File: src/sht1x_measure_master_macros.svh
// ---------------------------------------------------------------------------
// SHT1x measurement master - assertion macros
// Clocked on clk, disabled while rst_n is low.
// ---------------------------------------------------------------------------
`ifndef SHT1X_MEASURE_MASTER_MACROS_SVH
`define SHT1X_MEASURE_MASTER_MACROS_SVH

`ifndef SYNTH

`define SHT1X_ASSERT_IMP(lbl, ante, cons) \
    lbl: assert property (@(posedge clk) disable iff (!rst_n) (ante) |-> (cons)) \
        else $error("sht1x assertion failed");

`define SHT1X_ASSERT_NXT(lbl, ante, cons) \
    lbl: assert property (@(posedge clk) disable iff (!rst_n) (ante) |=> (cons)) \
        else $error("sht1x assertion failed");

`else

`define SHT1X_ASSERT_IMP(lbl, ante, cons)
`define SHT1X_ASSERT_NXT(lbl, ante, cons)

`endif

`endif

File: src/sht1x_pkg.sv
// ---------------------------------------------------------------------------
// sht1x_pkg
// Shared types, codes and bus constants of the SHT1x measurement master.
// ---------------------------------------------------------------------------
`default_nettype none

package sht1x_pkg;

    // input commands
    localparam logic [1:0] CMD_TICK  = 2'd0;
    localparam logic [1:0] CMD_START = 2'd1;
    localparam logic [1:0] CMD_RESET = 2'd2;

    // configuration register indexes
    localparam logic [1:0] CFG_HALF_BIT = 2'd0;
    localparam logic [1:0] CFG_TIMEOUT  = 2'd1;
    localparam logic [1:0] CFG_SETTLE   = 2'd2;

    localparam logic [7:0]  HALF_BIT_RST = 8'd1;
    localparam logic [15:0] TIMEOUT_RST  = 16'd65535;
    localparam logic [15:0] SETTLE_RST   = 16'd800;

    // sensor command bytes
    localparam logic [7:0] SENSOR_TEMP = 8'h03;
    localparam logic [7:0] SENSOR_HUMI = 8'h05;

    // transmission start pattern, bit i is step i
    localparam logic [7:0] START_SCK  = 8'b0011_0110;
    localparam logic [7:0] START_DATA = 8'b0110_0011;

    // classified tick word
    typedef struct packed {
        logic start;
        logic conn_reset;
        logic mode;
        logic din;
    } item_t;

    // command bit i of the sensor command, MSB first
    function automatic logic cmd_bit(input logic humi, input logic [2:0] idx);
        logic [7:0] code;
        code = humi ? SENSOR_HUMI : SENSOR_TEMP;
        return code[3'd7 - idx];
    endfunction

endpackage

`default_nettype wire

File: src/sht1x_front.sv
// ---------------------------------------------------------------------------
// sht1x_front
// Accepts ticks and decodes the command into a queue word.
// ---------------------------------------------------------------------------
`default_nettype none

module sht1x_front (
    input  wire logic              in_valid,
    output logic                   in_stall,
    input  wire logic [1:0]        cmd,
    input  wire logic              mode,
    input  wire logic              data_in,
    input  wire logic              full,
    output logic                   push,
    output sht1x_pkg::item_t       push_item
);

    assign in_stall = full;
    assign push     = in_valid && !full;

    // cmd 0 and the unused code 3 both decode to a plain tick
    always_comb
    begin
        push_item.start      = (cmd == sht1x_pkg::CMD_START);
        push_item.conn_reset = (cmd == sht1x_pkg::CMD_RESET);
        push_item.mode       = mode;
        push_item.din        = data_in;
    end

endmodule

`default_nettype wire

File: src/sht1x_queue.sv
// ---------------------------------------------------------------------------
// sht1x_queue
// Small FIFO between the front decoder and the bus sequencer.
// ---------------------------------------------------------------------------
`default_nettype none

module sht1x_queue #(
    parameter int DEPTH = 2
) (
    input  wire logic              clk,
    input  wire logic              rst_n,
    input  wire logic              push,
    input  wire sht1x_pkg::item_t  push_item,
    output logic                   full,
    input  wire logic              pop,
    output logic                   q_valid,
    output sht1x_pkg::item_t       q_item
);

    `include "sht1x_measure_master_macros.svh"

    localparam int PTR_W = (DEPTH > 1) ? $clog2(DEPTH) : 1;
    localparam int CNT_W = $clog2(DEPTH + 1);
    localparam logic [PTR_W-1:0] PTR_LAST = PTR_W'(DEPTH - 1);
    localparam logic [CNT_W-1:0] CNT_FULL = CNT_W'(DEPTH);

    sht1x_pkg::item_t entry_reg [DEPTH];

    logic [PTR_W-1:0] wr_ptr_reg, wr_ptr_next;
    logic [PTR_W-1:0] rd_ptr_reg, rd_ptr_next;
    logic [CNT_W-1:0] count_reg, count_next;

    assign full    = (count_reg == CNT_FULL);
    assign q_valid = (count_reg != '0);
    assign q_item  = entry_reg[rd_ptr_reg];

    always_comb
    begin
        wr_ptr_next = wr_ptr_reg;
        rd_ptr_next = rd_ptr_reg;
        if (push)
        begin
            wr_ptr_next = (wr_ptr_reg == PTR_LAST) ? '0 : wr_ptr_reg + 1'b1;
        end
        if (pop)
        begin
            rd_ptr_next = (rd_ptr_reg == PTR_LAST) ? '0 : rd_ptr_reg + 1'b1;
        end
        unique case ({push, pop})
            2'b10:   count_next = count_reg + 1'b1;
            2'b01:   count_next = count_reg - 1'b1;
            default: count_next = count_reg;
        endcase
    end

    always_ff @(posedge clk or negedge rst_n)
    begin
        if (!rst_n)
        begin
            wr_ptr_reg <= '0;
            rd_ptr_reg <= '0;
            count_reg  <= '0;
        end
        else
        begin
            wr_ptr_reg <= wr_ptr_next;
            rd_ptr_reg <= rd_ptr_next;
            count_reg  <= count_next;
        end
    end

    always_ff @(posedge clk)
    begin
        if (push)
        begin
            entry_reg[wr_ptr_reg] <= push_item;
        end
    end

    `SHT1X_ASSERT_IMP(a_no_push_full, push, count_reg != CNT_FULL)
    `SHT1X_ASSERT_IMP(a_no_pop_empty, pop, count_reg != '0)
    `SHT1X_ASSERT_NXT(a_cnt_grow, push && !pop, count_reg == $past(count_reg) + 1'b1)

endmodule

`default_nettype wire

File: src/sht1x_seq.sv
// ---------------------------------------------------------------------------
// sht1x_seq
// Bus sequencer: advances the SHT1x pin sequence one tick per queue word
// and holds the result word until it is taken.
// ---------------------------------------------------------------------------
`default_nettype none

module sht1x_seq (
    input  wire logic              clk,
    input  wire logic              rst_n,
    input  wire logic              cfg_we,
    input  wire logic [1:0]        cfg_index,
    input  wire logic [15:0]       cfg_data,
    input  wire logic              q_valid,
    input  wire sht1x_pkg::item_t  q_item,
    output logic                   pop,
    output logic                   out_valid,
    input  wire logic              out_stall,
    output logic                   sck_level,
    output logic                   data_release,
    output logic                   busy_res,
    output logic                   done_res,
    output logic [15:0]            measurement,
    output logic [7:0]             crc_byte,
    output logic [1:0]             error_count
);

    `include "sht1x_measure_master_macros.svh"

    localparam logic [3:0] PH_IDLE   = 4'd0;
    localparam logic [3:0] PH_START  = 4'd1;
    localparam logic [3:0] PH_WR_LO  = 4'd2;
    localparam logic [3:0] PH_WR_HI  = 4'd3;
    localparam logic [3:0] PH_POLL   = 4'd4;
    localparam logic [3:0] PH_SETTLE = 4'd5;
    localparam logic [3:0] PH_RD_LO  = 4'd6;
    localparam logic [3:0] PH_RD_HI  = 4'd7;
    localparam logic [3:0] PH_FINAL  = 4'd8;
    localparam logic [3:0] PH_RST_LO = 4'd9;
    localparam logic [3:0] PH_RST_HI = 4'd10;

    // configuration
    logic [7:0]  half_bit_reg;
    logic [15:0] timeout_reg;
    logic [15:0] settle_reg;

    // sequencer state
    logic [3:0]  phase_reg, phase_next;
    logic [3:0]  bit_idx_reg, bit_idx_next;
    logic [1:0]  byte_idx_reg, byte_idx_next;
    logic [7:0]  shift_reg, shift_next;
    logic [15:0] value_reg, value_next;
    logic [15:0] wait_cnt_reg, wait_cnt_next;
    logic [1:0]  err_reg, err_next;
    logic        mode_reg, mode_next;
    logic        sck_reg, sck_next;
    logic        data_reg, data_next;

    // result word
    logic        out_valid_reg, out_valid_next;
    logic        done_reg, done_next;
    logic [15:0] meas_reg;
    logic [7:0]  crc_reg;

    logic        fire;
    logic [7:0]  hold;
    logic [16:0] wait_plus;
    logic [15:0] wait_sat;
    logic [1:0]  err_inc;
    logic [3:0]  nb;

    assign fire = q_valid && (!out_valid_reg || !out_stall);
    assign pop  = fire;

    assign hold      = (half_bit_reg == 8'd0) ? 8'd1 : half_bit_reg;
    assign wait_plus = {1'b0, wait_cnt_reg} + 17'd1;
    assign wait_sat  = (wait_cnt_reg != 16'hFFFF) ? wait_plus[15:0] : wait_cnt_reg;
    assign err_inc   = (err_reg < 2'd2) ? err_reg + 2'd1 : err_reg;
    assign nb        = bit_idx_reg + 4'd1;

    always_comb
    begin
        phase_next    = phase_reg;
        bit_idx_next  = bit_idx_reg;
        byte_idx_next = byte_idx_reg;
        shift_next    = shift_reg;
        value_next    = value_reg;
        wait_cnt_next = wait_cnt_reg;
        err_next      = err_reg;
        mode_next     = mode_reg;
        sck_next      = sck_reg;
        data_next     = data_reg;
        done_next     = 1'b0;

        unique case (phase_reg)
            PH_IDLE:
            begin
                if (q_item.start)
                begin
                    mode_next     = q_item.mode;
                    err_next      = 2'd0;
                    value_next    = 16'd0;
                    shift_next    = 8'd0;
                    byte_idx_next = 2'd0;
                    phase_next    = PH_START;
                    bit_idx_next  = 4'd0;
                    sck_next      = sht1x_pkg::START_SCK[0];
                    data_next     = sht1x_pkg::START_DATA[0];
                    wait_cnt_next = 16'd0;
                end
                else if (q_item.conn_reset)
                begin
                    phase_next    = PH_RST_LO;
                    bit_idx_next  = 4'd0;
                    sck_next      = 1'b0;
                    data_next     = 1'b1;
                    wait_cnt_next = 16'd0;
                end
            end
            PH_POLL:
            begin
                if (!q_item.din)
                begin
                    phase_next    = PH_SETTLE;
                    bit_idx_next  = 4'd0;
                    sck_next      = 1'b0;
                    data_next     = 1'b1;
                    wait_cnt_next = 16'd0;
                end
                else
                begin
                    wait_cnt_next = wait_sat;
                    if (wait_sat >= timeout_reg)
                    begin
                        err_next      = err_inc;
                        phase_next    = PH_SETTLE;
                        bit_idx_next  = 4'd0;
                        sck_next      = 1'b0;
                        data_next     = 1'b1;
                        wait_cnt_next = 16'd0;
                    end
                end
            end
            PH_SETTLE:
            begin
                if (wait_cnt_reg >= settle_reg)
                begin
                    byte_idx_next = 2'd0;
                    phase_next    = PH_RD_LO;
                    bit_idx_next  = 4'd0;
                    sck_next      = 1'b0;
                    data_next     = 1'b1;
                    wait_cnt_next = 16'd0;
                end
                else
                begin
                    wait_cnt_next = wait_plus[15:0];
                end
            end
            default:
            begin
                if (wait_plus < {9'd0, hold})
                begin
                    wait_cnt_next = wait_plus[15:0];
                end
                else
                begin
                    // end of a pin-level step
                    wait_cnt_next = 16'd0;
                    unique case (phase_reg)
                        PH_START:
                        begin
                            if (bit_idx_reg < 4'd7)
                            begin
                                bit_idx_next = nb;
                                sck_next     = sht1x_pkg::START_SCK[nb[2:0]];
                                data_next    = sht1x_pkg::START_DATA[nb[2:0]];
                            end
                            else
                            begin
                                phase_next   = PH_WR_LO;
                                bit_idx_next = 4'd0;
                                sck_next     = 1'b0;
                                data_next    = sht1x_pkg::cmd_bit(mode_reg, 3'd0);
                            end
                        end
                        PH_WR_LO:
                        begin
                            phase_next = PH_WR_HI;
                            sck_next   = 1'b1;
                        end
                        PH_WR_HI:
                        begin
                            if (bit_idx_reg < 4'd8)
                            begin
                                phase_next   = PH_WR_LO;
                                bit_idx_next = nb;
                                sck_next     = 1'b0;
                                data_next    = (nb < 4'd8)
                                             ? sht1x_pkg::cmd_bit(mode_reg, nb[2:0]) : 1'b1;
                            end
                            else
                            begin
                                // ack clock: sensor should hold DATA low
                                if (q_item.din)
                                begin
                                    err_next = err_inc;
                                end
                                phase_next   = PH_POLL;
                                bit_idx_next = 4'd0;
                                sck_next     = 1'b0;
                                data_next    = 1'b1;
                            end
                        end
                        PH_RD_LO:
                        begin
                            phase_next = PH_RD_HI;
                            sck_next   = 1'b1;
                        end
                        PH_RD_HI:
                        begin
                            if (bit_idx_reg < 4'd8)
                            begin
                                shift_next   = {shift_reg[6:0], q_item.din};
                                phase_next   = PH_RD_LO;
                                bit_idx_next = nb;
                                sck_next     = 1'b0;
                                // master acks the two data bytes, not the crc
                                data_next    = (nb < 4'd8) ? 1'b1
                                             : ((byte_idx_reg < 2'd2) ? 1'b0 : 1'b1);
                            end
                            else
                            begin
                                if (byte_idx_reg == 2'd0)
                                begin
                                    value_next = {shift_reg, 8'd0};
                                end
                                else if (byte_idx_reg == 2'd1)
                                begin
                                    value_next = value_reg | {8'd0, shift_reg};
                                end
                                bit_idx_next = 4'd0;
                                sck_next     = 1'b0;
                                data_next    = 1'b1;
                                if (byte_idx_reg < 2'd2)
                                begin
                                    byte_idx_next = byte_idx_reg + 2'd1;
                                    phase_next    = PH_RD_LO;
                                end
                                else
                                begin
                                    phase_next = PH_FINAL;
                                end
                            end
                        end
                        PH_FINAL:
                        begin
                            phase_next   = PH_IDLE;
                            bit_idx_next = 4'd0;
                            sck_next     = 1'b0;
                            data_next    = 1'b1;
                            done_next    = 1'b1;
                        end
                        PH_RST_LO:
                        begin
                            if (bit_idx_reg >= 4'd9)
                            begin
                                phase_next   = PH_IDLE;
                                bit_idx_next = 4'd0;
                                sck_next     = 1'b0;
                                data_next    = 1'b1;
                            end
                            else
                            begin
                                phase_next = PH_RST_HI;
                                sck_next   = 1'b1;
                                data_next  = 1'b1;
                            end
                        end
                        PH_RST_HI:
                        begin
                            phase_next   = PH_RST_LO;
                            bit_idx_next = nb;
                            sck_next     = 1'b0;
                            data_next    = 1'b1;
                        end
                        default:
                        begin
                            phase_next   = PH_IDLE;
                            bit_idx_next = 4'd0;
                            sck_next     = 1'b0;
                            data_next    = 1'b1;
                        end
                    endcase
                end
            end
        endcase
    end

    always_comb
    begin
        if (fire)
        begin
            out_valid_next = 1'b1;
        end
        else if (!out_stall)
        begin
            out_valid_next = 1'b0;
        end
        else
        begin
            out_valid_next = out_valid_reg;
        end
    end

    always_ff @(posedge clk or negedge rst_n)
    begin
        if (!rst_n)
        begin
            half_bit_reg <= sht1x_pkg::HALF_BIT_RST;
            timeout_reg  <= sht1x_pkg::TIMEOUT_RST;
            settle_reg   <= sht1x_pkg::SETTLE_RST;
        end
        else if (cfg_we)
        begin
            unique case (cfg_index)
                sht1x_pkg::CFG_HALF_BIT: half_bit_reg <= cfg_data[7:0];
                sht1x_pkg::CFG_TIMEOUT:  timeout_reg  <= cfg_data;
                sht1x_pkg::CFG_SETTLE:   settle_reg   <= cfg_data;
                default:                 ;
            endcase
        end
    end

    always_ff @(posedge clk or negedge rst_n)
    begin
        if (!rst_n)
        begin
            phase_reg     <= PH_IDLE;
            bit_idx_reg   <= 4'd0;
            byte_idx_reg  <= 2'd0;
            shift_reg     <= 8'd0;
            value_reg     <= 16'd0;
            wait_cnt_reg  <= 16'd0;
            err_reg       <= 2'd0;
            mode_reg      <= 1'b0;
            sck_reg       <= 1'b0;
            data_reg      <= 1'b1;
            out_valid_reg <= 1'b0;
            done_reg      <= 1'b0;
        end
        else
        begin
            out_valid_reg <= out_valid_next;
            if (fire)
            begin
                phase_reg    <= phase_next;
                bit_idx_reg  <= bit_idx_next;
                byte_idx_reg <= byte_idx_next;
                shift_reg    <= shift_next;
                value_reg    <= value_next;
                wait_cnt_reg <= wait_cnt_next;
                err_reg      <= err_next;
                mode_reg     <= mode_next;
                sck_reg      <= sck_next;
                data_reg     <= data_next;
                done_reg     <= done_next;
            end
        end
    end

    always_ff @(posedge clk)
    begin
        if (fire)
        begin
            meas_reg <= done_next ? value_next : 16'd0;
            crc_reg  <= done_next ? shift_next : 8'd0;
        end
    end

    // pin and status levels come straight from the state, which only
    // moves together with the result word
    assign out_valid    = out_valid_reg;
    assign sck_level    = sck_reg;
    assign data_release = data_reg;
    assign busy_res     = (phase_reg != PH_IDLE);
    assign done_res     = done_reg;
    assign measurement  = meas_reg;
    assign crc_byte     = crc_reg;
    assign error_count  = err_reg;

    `SHT1X_ASSERT_IMP(a_err_sat, 1'b1, err_reg != 2'd3)
    `SHT1X_ASSERT_IMP(a_done_idle, out_valid_reg && done_reg, phase_reg == PH_IDLE)
    `SHT1X_ASSERT_IMP(a_phase_known, 1'b1, phase_reg <= PH_RST_HI)
    `SHT1X_ASSERT_NXT(a_hold_stalled, out_valid_reg && out_stall, phase_reg == $past(phase_reg))

endmodule

`default_nettype wire

File: src/sht1x_measure_master.sv
// A tick's result word passes the tick queue, then the sequencer's output register.
// Throughput: one tick per cycle; the queue and the output register let the input
// keep flowing while a result waits, the input stalls only when the queue is full.
// Bus step time is half_bit_reg ticks (0 acts as 1), so bus timing scales with the tick rate.
// Reset: sequencer idle, SCK low, DATA released, config registers at their defaults.
// ---------------------------------------------------------------------------
// sht1x_measure_master
// Tick-driven SHT1x two-wire master: front decoder, tick queue, bus sequencer.
// ---------------------------------------------------------------------------
`default_nettype none

module sht1x_measure_master #(
    parameter int QUEUE_DEPTH = 2
) (
    input  wire logic        clk,
    input  wire logic        rst_n,
    input  wire logic        cfg_we,
    input  wire logic [1:0]  cfg_index,
    input  wire logic [15:0] cfg_data,
    input  wire logic        in_valid,
    output logic             in_stall,
    input  wire logic [1:0]  cmd,
    input  wire logic        mode,
    input  wire logic        data_in,
    output logic             out_valid,
    input  wire logic        out_stall,
    output logic             sck_level,
    output logic             data_release,
    output logic             busy_res,
    output logic             done_res,
    output logic [15:0]      measurement,
    output logic [7:0]       crc_byte,
    output logic [1:0]       error_count
);

    logic             full;
    logic             push;
    logic             pop;
    logic             q_valid;
    sht1x_pkg::item_t push_item;
    sht1x_pkg::item_t q_item;

    sht1x_front u_front (
        .in_valid  (in_valid),
        .in_stall  (in_stall),
        .cmd       (cmd),
        .mode      (mode),
        .data_in   (data_in),
        .full      (full),
        .push      (push),
        .push_item (push_item)
    );

    sht1x_queue #(
        .DEPTH (QUEUE_DEPTH)
    ) u_queue (
        .clk       (clk),
        .rst_n     (rst_n),
        .push      (push),
        .push_item (push_item),
        .full      (full),
        .pop       (pop),
        .q_valid   (q_valid),
        .q_item    (q_item)
    );

    sht1x_seq u_seq (
        .clk          (clk),
        .rst_n        (rst_n),
        .cfg_we       (cfg_we),
        .cfg_index    (cfg_index),
        .cfg_data     (cfg_data),
        .q_valid      (q_valid),
        .q_item       (q_item),
        .pop          (pop),
        .out_valid    (out_valid),
        .out_stall    (out_stall),
        .sck_level    (sck_level),
        .data_release (data_release),
        .busy_res     (busy_res),
        .done_res     (done_res),
        .measurement  (measurement),
        .crc_byte     (crc_byte),
        .error_count  (error_count)
    );

endmodule

`default_nettype wire
File: config.mk
export PLATFORM = sky130hd
export DESIGN_NAME = sht1x_measure_master
export DESIGN_NICKNAME = d
export VERILOG_FILES = /design/src/sht1x_pkg.sv /design/src/sht1x_front.sv /design/src/sht1x_queue.sv /design/src/sht1x_seq.sv /design/src/sht1x_measure_master.sv
export VERILOG_INCLUDE_DIRS = /design/src /design/src/src
export SDC_FILE = /design/constraint.sdc
export NUM_CORES = 1
export LEC_CHECK = 0
export BUFFER_PORTS_ARGS = -buffer_cell sky130_fd_sc_hd__clkbuf_2
export CAP_MARGIN = 15
export CORE_MARGIN = 8
export CORE_UTILIZATION = 61
export CTS_CLUSTER_SIZE = 20
export DETAILED_ROUTE_END_ITERATION = 12
export GPL_TIMING_DRIVEN = 0
export MAX_ROUTING_LAYER = met4
export PLACE_DENSITY = 0.9
export REMOVE_ABC_BUFFERS = 1
export SYNTH_ARGS = -nofsm -noshare
export SYNTH_HDL_FRONTEND = slang
export SYNTH_HIERARCHICAL = 1
export SYNTH_SLANG_ARGS = --single-unit
File: constraint.sdc
create_clock -name clk -period 5.88 [get_ports clk]
set_clock_uncertainty 0.2 [all_clocks]
set_input_delay 0.294 -clock clk [delete_from_list [all_inputs] [get_ports clk]]
set_output_delay 0.294 -clock clk [all_outputs]
set_load 0.01 [all_outputs]
==> results of run 1 <==
==> per-stage QoR <==
| step | power [µW] | util |
|---|---|---|
| finish | 3630 | 0.723 |
| global route | 3820 | 0.723 |
| detailed placement | 2550 | 0.653 |
| CTS | 3620 | 0.720 |
| global placement | 2480 | 0.650 |
| floorplan | 2180 | - |
==> area by class of cell <==
cell class,instances,area share
multi-input cells,482,0.418
diodes,1,0.000288
clock inverters,14,0.0176
repair buffers,83,0.0626
clock buffers,18,0.0494
inverters,61,0.0264
well taps,147,0.0212
flip-flops and latches,133,0.405
==> what timing repair did <==
action / in CTS / in global routing
hold endpoints to repair: 90 / 0
pin swaps: 0 / 1
resized for setup: 1 / 2
setup endpoints to repair: 3 / 20
hold buffers: 21 / 0
gates cloned: 0 / 1
==> synth_stat cells, drive strengths merged (4+ instances only) <==
| cell | number | area (µm²) |
|---|---|---|
| o21ai | 28 | 144 |
| o22ai | 12 | 75.1 |
| xnor2 | 11 | 96.3 |
| a22o | 25 | 219 |
| o211ai | 9 | 67.6 |
| nand3 | 11 | 67.6 |
| nor4 | 11 | 126 |
| or3 | 5 | 31.3 |
| nand4 | 10 | 62.6 |
| nand2b | 13 | 81.3 |
| mux2 | 47 | 533 |
| nor3 | 17 | 110 |
| mux2i | 7 | 70.1 |
| a211oi | 6 | 45.0 |
| xor2 | 8 | 70.1 |
| ha | 47 | 588 |
| edfxtp | 32 | 961 |
| clkbuf | 17 | 63.8 |
| nand2 | 48 | 180 |
| a31oi | 6 | 37.5 |
| or2 | 5 | 31.3 |
| inv | 61 | 229 |
| dfstp | 21 | 552 |
| and2 | 28 | 175 |
| nor2 | 35 | 131 |
| a21o | 6 | 45.0 |
| a21oi | 35 | 175 |
| a211o | 4 | 35.0 |
| buf | 17 | 96.3 |
| and3 | 4 | 30.0 |
| dfrtp | 80 | 2000 |
==> worst register-to-register path, cell delays in order (launching register included) <==
cell and delay (ps):
dfrtp_1 550, ha_1 340, nand4_1 300, nor2_1 310, nand2_1 190, or2_1 560
mux2_2 430, ha_1 280, o211ai_1 150, a21oi_1 80, o41ai_1 500, a31oi_1 420
nor3_4 720, o22ai_1 210, a22oi_1 220
==> path summary, 6_finish.rpt <==
kind | startpoint | to
max in group asynchronous | rst_n | u_seq/timeout_reg[15]
worst max-delay path | u_seq/wait_cnt_reg[0] | u_seq/wait_cnt_reg[5]
worst min-delay path | cmd[1] | u_queue/entry_reg[0][3]
worst min register to register | u_queue/wr_ptr_reg | u_queue/wr_ptr_reg
worst max register to register | u_seq/wait_cnt_reg[0] | u_seq/wait_cnt_reg[5]
min in group asynchronous | rst_n | u_seq/half_bit_reg[7]
==> metal layers <==
layer | global-route usage | vias to the layer above
met2 | 0.384 | 331
met5 | - | -
met1 | 0.266 | 2922
met3 | 0.0499 | 64
met4 | 0.0742 | 0
li1 | - | 2698
==> cell families after synthesis <==
logic type | Yosys count | synth area share
mux | 54 | 0.0805
compound gates | 157 | 0.143
fa+ha+maj | 47 | 0.0785
xor+xnor | 19 | 0.0222
buf+inv | 95 | 0.0519
simple gates | 204 | 0.155
flops | 133 | 0.469
==> power breakdown <==
part	internal (µW)	total, µW	switching [µW]
Combinational	502	1210	705
Sequential	1190	1390	200
Clock	626	1030	404
==> impl_results.md, run 1 <==
* Aggregate global routing overflow at 0
* Vias in the first global route at 5825
* RSZ-0062 raised after global routing: no
* Syn Inst Count at 709
* Fin cells at 939
* HP Class: input port to flip-flop
* CP max stage delay at 720 ps
* Design Area, Final at 8680 µm²
* WL met3 at 1.38 mm
* Antenna violations before repair at 0
* YS warnings at 6
* Clock Tree Root: clkbuf_16
* Hold Crit Depth at 2
* Iter 0 DRT Violations at 581
* CP top delay family: simple AND/OR/NAND/NOR gates
* Post-synth EDFFs at 32
* Fillers at 784
* Max Slew Vio Count at 0
* Final #Nets at 852
* Pre-Repair DR Iteration Count at 8
* Placeable Area at 12000 µm²
* Final WS setup at 336 ps
* Post-CTS setup buffer count at 0
* Startpoint types: flip-flop
* Fin Hold WS at 77.2 ps
* First-pass GRT wire length at 28.9 mm
* Synthesized flop and latch total at 133
* H-tree levels at 4
* Area of the multi-input gates at 3630 µm²
* WS Path Type: flip-flop to flip-flop
* DP HPWL at 12.0 mm
* Max_cap viols at 0
* Outcome: completed
* Pre-CTS WS at 5.11 ps
* CTS Buffer Depth at 2
* Most used cell, CP: ha_1
* Clk slew on worst S/H paths at 60 ps
* Critical path fanouts, max at 16
* Initial core utilization at 0.624
* Reg area at 3510 µm²
* Worst-Skew Late Latency at 420 ps
* Relative slew slack at 0.250
* Syn avg cell area at 10.6 µm²
* IR Drop Worst-Case VDD at 0.263 mV
* Top Layer Used: met4
* Remaining DRCs at 0
* Post-synth cell types at 70
* Cell Area, Placed at 7840 µm²
* Met1 WL at 7.11 mm
* Synth Flop Type: dfrtp_1
* Highest clock rate at 0.180 GHz
* Antenna Violating Nets Remaining at 0
* Vias at 6015
* Post-synth ARST share at 0.759
* RD Place Congestion at 0.907
* CTS Sinks at 133
* Area grow syn2layout at 15.8%
* CP endpoint kind: flip-flop
* Final Setup Violations at 0
* CP max stage cell: nor3_4
* GRT Total Usage at 0.228
* Highest-count cells in the layout ignoring fill and taps: 80 x dfrtp_1, 61 x inv_1, 58 x clkbuf_2
* Layout cell share with drive strength beyond 1 at 0.224
* Worst EP arrival at 5680 ps
* Fin crit period at 5540 ps
* Critical path, cell by cell: ha_1 > nand4_1 > nor2_1 > nand2_1 > or2_1 > mux2_2 > ha_1 > o211ai_1 > a21oi_1 > o41ai_1 > a31oi_1 > nor3_4 > o22ai_1 > a22oi_1
* Total CTS buffers at 17
* Die area at 16100 µm²
* Die Y at 127 µm
* CP Depth at 14
* R2r worst-path depth at 14
* LEAKAGE at 0.00392 µW
* Largest net degree at the start of global routing at 63
* Slew @ Worst Pin at 1120 ps
* Period utilization at 0.943
* Row cnt at 40
* CTS tree: yes
* Routed WL per cell at 19.0 µm
* Post-Route WL at 17.9 mm
* # placed instances at 882
* WP data required at 6020 ps
* Die X at 127 µm
* Vias per cell at 6.41
* Most common cell after layout, fill and taps aside: dfrtp_1
* Met2 wire len at 8.91 mm
* Sum Neg Setup Slack at 0 ps
* Number of buffer and inverter stages on the critical path at 0
* Post-Syn Area at 7500 µm²
* Seq/Total Area, Yosys at 0.469
* Final Hold Viols at 0
* Power Density at 418 nW/µm²
* R2r setup slk at 340 ps
* I/O pin cnt at 59
* PortBufs at 58
Note: power is estimated with default switching activity, not from simulation.
==> inputs of run 2 (changes only) <==
--- a/config.mk
+++ b/config.mk
@@ -15,7 +15,6 @@
 export GPL_TIMING_DRIVEN = 0
 export MAX_ROUTING_LAYER = met4
 export PLACE_DENSITY = 0.9
-export REMOVE_ABC_BUFFERS = 1
 export SYNTH_ARGS = -nofsm -noshare
 export SYNTH_HDL_FRONTEND = slang
 export SYNTH_HIERARCHICAL = 1
==> run 2 against run 1 <==
Effect of this change: via count fell by 1.6%; routed wire length rose by 0.95%; largest cell class unchanged; die area did not move; core utilization rose by 0.77 points; critical path type unchanged; worst setup slack improved by 98 ps; cell area rose by 1.1%; total power rose by 1.3%.
==> impl_results.md, run 2 (synthesized netlist as in run 1, its figures left out) <==
* GRT Total Usage at 0.239
* Final Hold Viols at 0
* Fin cells at 966
* WP data required at 6020 ps
* Routed WL per cell at 18.7 µm
* IR Drop Worst-Case VDD at 0.282 mV
* Die X at 127 µm
* Die area at 16100 µm²
* Final #Nets at 880
* Critical path fanouts, max at 10
* Vias in the first global route at 6041
* Post-Route WL at 18.1 mm
* Row cnt at 40
* CTS Buffer Depth at 2
* Max Slew Vio Count at 0
* # placed instances at 913
* CP max stage delay at 530 ps
* Total CTS buffers at 17
* Vias per cell at 6.13
* Outcome: completed
* Antenna violations before repair at 0
* LEAKAGE at 0.00399 µW
* H-tree levels at 4
* Max_cap viols at 0
* HP Class: input port to flip-flop
* Power Density at 419 nW/µm²
* Clk slew on worst S/H paths at 60 ps
* Die Y at 127 µm
* Largest net degree at the start of global routing at 56
* Antenna diode count at 0
* Antenna Violating Nets Remaining at 0
* Post_cts resized at 0
* I/O pin cnt at 59
* PortBufs at 56
* WS Path Type: flip-flop to flip-flop
* Layout cell share with drive strength beyond 1 at 0.228
* Worst-Skew Late Latency at 430 ps
* Initial core utilization at 0.624
* Highest-count cells in the layout ignoring fill and taps: 80 x dfrtp_1, 61 x inv_1, 55 x clkbuf_2
* RSZ-0062 raised after global routing: no
* Fin Hold WS at 61.3 ps
* Clock Tree Root: clkbuf_16
* Area grow syn2layout at 17.0%
* CP max stage cell: o2bb2ai_2
* Power Total at 3670 µW
* Highest clock rate at 0.184 GHz
* Remaining DRCs at 0
* Most common cell after layout, fill and taps aside: dfrtp_1
* Aggregate global routing overflow at 0
* CTS tree: yes
* Vias at 5919
* Most used cell, CP: clkbuf_1
* RD Place Congestion at 0.947
* CP endpoint kind: flip-flop
* CTS Sinks at 133
* Placeable Area at 12000 µm²
* Syn Nets at 783
* Fin crit period at 5450 ps
* Sum Neg Setup Slack at 0 ps
* Iter 0 DRT Violations at 509
* Period utilization at 0.926
* DP HPWL at 12.8 mm
* Final Setup Violations at 0
* Relative slew slack at 0.276
* First-pass GRT wire length at 29.8 mm
* Pre-Repair DR Iteration Count at 7
* Slew @ Worst Pin at 1080 ps
* Startpoint types: flip-flop
* Critical path, cell by cell: ha_1 > nand4_1 > nor2_1 > nand2_1 > or2_0 > clkbuf_1 > clkbuf_1 > xnor2_1 > ha_1 > nor2_1 > a21oi_1 > o41ai_1 > a31oi_1 > o2bb2ai_2 > clkbuf_1 > a21oi_1 > o22ai_1
* Worst EP arrival at 5590 ps
## run 2: cell types whose count changed in the layout (fill, tap and decap cells not counted), sizes merged
cell	before	now
buf	3	18
clkbuf	77	90
clkinv	6	8
clkinvlp	3	1
inv	64	66
bufinv	2	1
diode	1	0
o2bb2ai	3	2
## run 2: power by group
| part | total (µW) | leakage (µW) | internal, µW | switching (µW) |
|---|---|---|---|---|
| combinational | 1320 | 0.00214 | 536 | 782 |
| sequential | 1330 | 0.00157 | 1190 | 137 |
| clock | 1030 | 0.000280 | 591 | 436 |
## run 2: final cells by class
class / count / area (µm²)
Buffer: 34 / 160
Clock buffer: 17 / 425
Clock inverter: 15 / 148
Fill cell: 852 / 3240
Inverter: 61 / 229
Multi-Input combinational cell: 481 / 3590
Sequential cell: 133 / 3510
Tap cell: 147 / 184
Timing Repair Buffer: 78 / 520
## run 2: critical path: cells and delay by family, from the launching register on
family | cells | cell delay [ps]
AOI/OAI and AO/OA | 6 | 1800
and+or+nand+nor | 5 | 1050
buffers and inverters | 3 | 1000
adders and majority gates | 2 | 600
DFF | 1 | 470
xor gates and xnor gates | 1 | 220
## run 2: through the flow
stage               cell area (µm²)  utilization  setup slack (ps)
CTS                            8770        0.730               470
global placement               7960        0.663               614
detailed placement             7990        0.665               544
floorplan                      7500            -              1640
global route                   8770        0.730              80.4
finish                         8770        0.730               434
## run 2: repair_timing
| action | 4_1_cts | 5_1_grt |
|---|---|---|
| setup buffers | 0 | 0 |
| hold endpoints to repair | 85 | 0 |
| hold buffers | 21 | 0 |
## run 2: final timing paths
kind / startpoint / end / slack [ps] / depth (start not counted)
worst max register to register: u_seq/wait_cnt_reg[1] / u_seq/wait_cnt_reg[14] / 430 / 17
worst min register to register: u_queue/wr_ptr_reg / u_queue/wr_ptr_reg / 290 / 1
worst min-delay path: cmd[1] / u_queue/entry_reg[1][2] / 60 / 2
max in group asynchronous: rst_n / u_seq/timeout_reg[12] / 4460 / 3
worst max-delay path: u_seq/wait_cnt_reg[1] / u_seq/wait_cnt_reg[14] / 430 / 17
min in group asynchronous: rst_n / u_seq/settle_reg[4] / 270 / 2
## run 2: layer usage
layer / GRT usage / part of all wire / vias to the layer above
met4: 0.119 / 0.033 / 0
met5: - / 0 / -
met2: 0.374 / 0.48 / 224
li1: - / - / 2762
met3: 0.0507 / 0.059 / 60
met1: 0.290 / 0.43 / 2873
==> inputs of run 3 (changes only) <==
--- a/config.mk
+++ b/config.mk
@@ -6,10 +6,11 @@
 export SDC_FILE = /design/constraint.sdc
 export NUM_CORES = 1
 export LEC_CHECK = 0
+export ABC_AREA = 1
 export BUFFER_PORTS_ARGS = -buffer_cell sky130_fd_sc_hd__clkbuf_2
 export CAP_MARGIN = 15
 export CORE_MARGIN = 8
-export CORE_UTILIZATION = 61
+export CORE_UTILIZATION = 62
 export CTS_CLUSTER_SIZE = 20
 export DETAILED_ROUTE_END_ITERATION = 12
 export GPL_TIMING_DRIVEN = 0
==> run 3 against run 2 <==
Effect of this change: cell area rose by 13%; non-clock buffer count rose by 12; hold slack got worse by 35 ps.
==> impl_results.md, run 3 <==
* Outcome: completed
* CP endpoint kind: flip-flop
* Crit. Startpoint: u_seq/wait_cnt_reg[1]
* Max Slew Vio Count at 0
* Routed WL per cell at 15.0 µm
* First-pass GRT wire length at 37.3 mm
* GR Util met1 at 0.321
* RD Place Congestion at 0.971
* Aggregate global routing overflow at 0
* Pre-Repair DR Iteration Count at 8
* Placeable Area at 13700 µm²
* Pre-CTS WS at 1510 ps
* Layout cell share with drive strength beyond 1 at 0.116
* Syn avg cell area at 7.06 µm²
* Fillers at 1080
* Syn Nets at 1298
* Count leader, synth: nand2_1
* GRT Total Usage at 0.264
* Vias per cell at 5.52
* GR met3 Demand/Resource at 0.0501
* Max_cap viols at 0
* Busiest grt layer: met2
* Synth area leader: dfrtp_1
* Fin crit period at 4600 ps
* Post-synth cell types at 41
* CP max stage delay at 480 ps
* WS Path Type: flip-flop to flip-flop
* Die Y at 134 µm
* Synthesized flop and latch total at 133
* Post-Syn Area at 8640 µm²
* RSZ-0062 raised after global routing: no
* Total CTS buffers at 17
* H-tree levels at 4
* Post-Route WL at 22.7 mm
* Period utilization at 0.783
* YS warnings at 6
* R2r startpoint: u_seq/wait_cnt_reg[1]
* I/O pin cnt at 59
* Die X at 134 µm
* Vias at 8372
* Top-area cell type share of the netlist area at 0.232
* Design Area, Final at 9950 µm²
* Most used cell, CP: nand2_1
* PortBufs at 56
* Clock Tree Root: clkbuf_16
* Die area at 18000 µm²
* Seq/Total Area, Yosys at 0.407
* Post-synth top cells: 419 x nand2_1, 179 x inv_1, 134 x o21ai_0, 99 x nor2_1, 80 x dfrtp_1
* Startpoint types: flip-flop
* Area of the multi-input gates at 4220 µm²
* Worst-Skew Late Latency at 430 ps
* Slew @ Worst Pin at 814 ps
* Antenna violations before repair at 0
* Post-synth ARST share at 0.759
* WP data required at 6010 ps
* Highest clock rate at 0.217 GHz
* Final Setup Violations at 0
* Iter 0 DRT Violations at 1003
* IR Drop Worst-Case VDD at 0.265 mV
* Row cnt at 43
* Antenna diode count at 0
* LEAKAGE at 0.00496 µW
* Synth Flop Type: dfrtp_1
* Antenna Violating Nets Remaining at 0
* Vias in the first global route at 7901
* CTS tree: yes
* Post-synth EDFFs at 32
* HP Class: input port to flip-flop
* Largest net degree at the start of global routing at 62
* Initial core utilization at 0.629
* Post-CTS setup buffer count at 0
* Most common cell after layout, fill and taps aside: nand2_1
* CP max stage cell: dfrtp_1
* Sum Neg Setup Slack at 0 ps
* Relative slew slack at 0.457
* Hold_sp: in_valid
* Synth top area cells: dfrtp_1 23%, nand2_1 18%, edfxtp_1 11%, inv_1 7.8%, o21ai_0 7.8%
* Area grow syn2layout at 15.2%
* GR met2 Demand/Resource at 0.422
* Final Hold Viols at 0
* Post_cts resized at 0
* Remaining DRCs at 0
* Syn Inst Count at 1224
* Highest-count cells in the layout ignoring fill and taps: 419 x nand2_1, 179 x inv_1, 134 x o21ai_0
* CTS Buffer Depth at 2
* CTS Sinks at 133
* Clk slew on worst S/H paths at 60 ps
* Final WS setup at 1280 ps
* Critical path, cell by cell: ha_1 > nand2_1 > nor2_2 > nand2_2 > nor2_2 > inv_1 > clkbuf_1 > nand2_1 > ha_1 > a21oi_1 > o21ai_0 > a21oi_1 > nand4_1 > nor2_1 > buf_2 > nand2_1 > o21ai_0 > nand2_1 > o21ai_0
* Power Density at 359 nW/µm²
* Final #Nets at 1397
* Cell Area, Placed at 9160 µm²
* DP HPWL at 16.0 mm
* Worst EP arrival at 4740 ps
* Critical path fanouts, max at 10
* Reg area at 3510 µm²
run 3: cell types whose count changed in the layout (fill, tap and decap cells not counted), sizes merged, moves of 10 or more:
cell,previous run,this run
nor2,35,105
nor4,11,0
o22ai,12,1
a22o,25,0
o21ai,28,136
nand2,48,425
nand3,11,55
nand2b,13,0
and2,28,0
xnor2,11,1
mux2,47,0
inv,66,187
run 3: repair_timing:
action                     4_1_cts  5_1_grt
setup endpoints to repair        0        0
hold endpoints to repair        87        0
hold buffers                    23        0
run 3: routing by layer:
metal | part of all wire | routed length, µm
met5 | 0 | 0
met4 | 0.029 | 654
met3 | 0.079 | 1800
met2 | 0.48 | 10900
met1 | 0.41 | 9390
run 3: kinds of logic after synthesis:
| logic type | share of synthesized area |
|---|---|
| adders and majority gates | 0.0681 |
| and+or+nand+nor | 0.297 |
| xor gates and xnor gates | 0.00811 |
| buffers and inverters | 0.105 |
| DFF | 0.407 |
| AOI/OAI and AO/OA | 0.115 |
run 3: cell type report:
class,count,area share
multi-input combinational,863,0.424
buffer,44,0.0216
inverter,184,0.0694
clock buffer,18,0.0431
sequential,133,0.353
clock inverter,14,0.0126
timing repair buffer,80,0.0536
tap,180,0.0226
run 3: metrics by stage:
stage / instances / utilization / hold slack [ps] / power [µW]
after detailed placement: 1461 / 0.668 / 257 / 2530
after global routing: 1516 / 0.725 / 35.5 / 3790
final: 1516 / 0.725 / 25.8 / 3570
after floorplan: 1224 / - / -202 / 2130
after global placement: 1460 / 0.666 / 256 / 2480
after CTS: 1516 / 0.725 / 18.8 / 3550
run 3: final timing paths:
path	endpoint	slack, ps	cells after the start
max in group asynchronous	u_seq/value_reg[11]	4420	3
worst min-delay path	u_queue/wr_ptr_reg	30	4
worst max register to register	u_seq/wait_cnt_reg[12]	1280	19
worst min register to register	u_seq/data_release	280	2
min in group asynchronous	u_seq/settle_reg[12]	340	2
worst max-delay path	u_seq/wait_cnt_reg[12]	1280	19
run 3: power breakdown:
| part | switching, µW | internal (µW) | total [µW] |
|---|---|---|---|
| logic | 903 | 381 | 1280 |
| clock network | 424 | 585 | 1010 |
| registers | 103 | 1170 | 1280 |
| total | 1430 | 2140 | 3570 |
run 3: critical path: cells and delay by family (launching register included):
family                   cells  cell delay, ps
adder cells (fa/ha/maj)      2             510
AND/OR/NAND/NOR              9            1880
flip-flops                   1             480
buffers and inverters        3             730
AO/OA/AOI/OAI                5             700
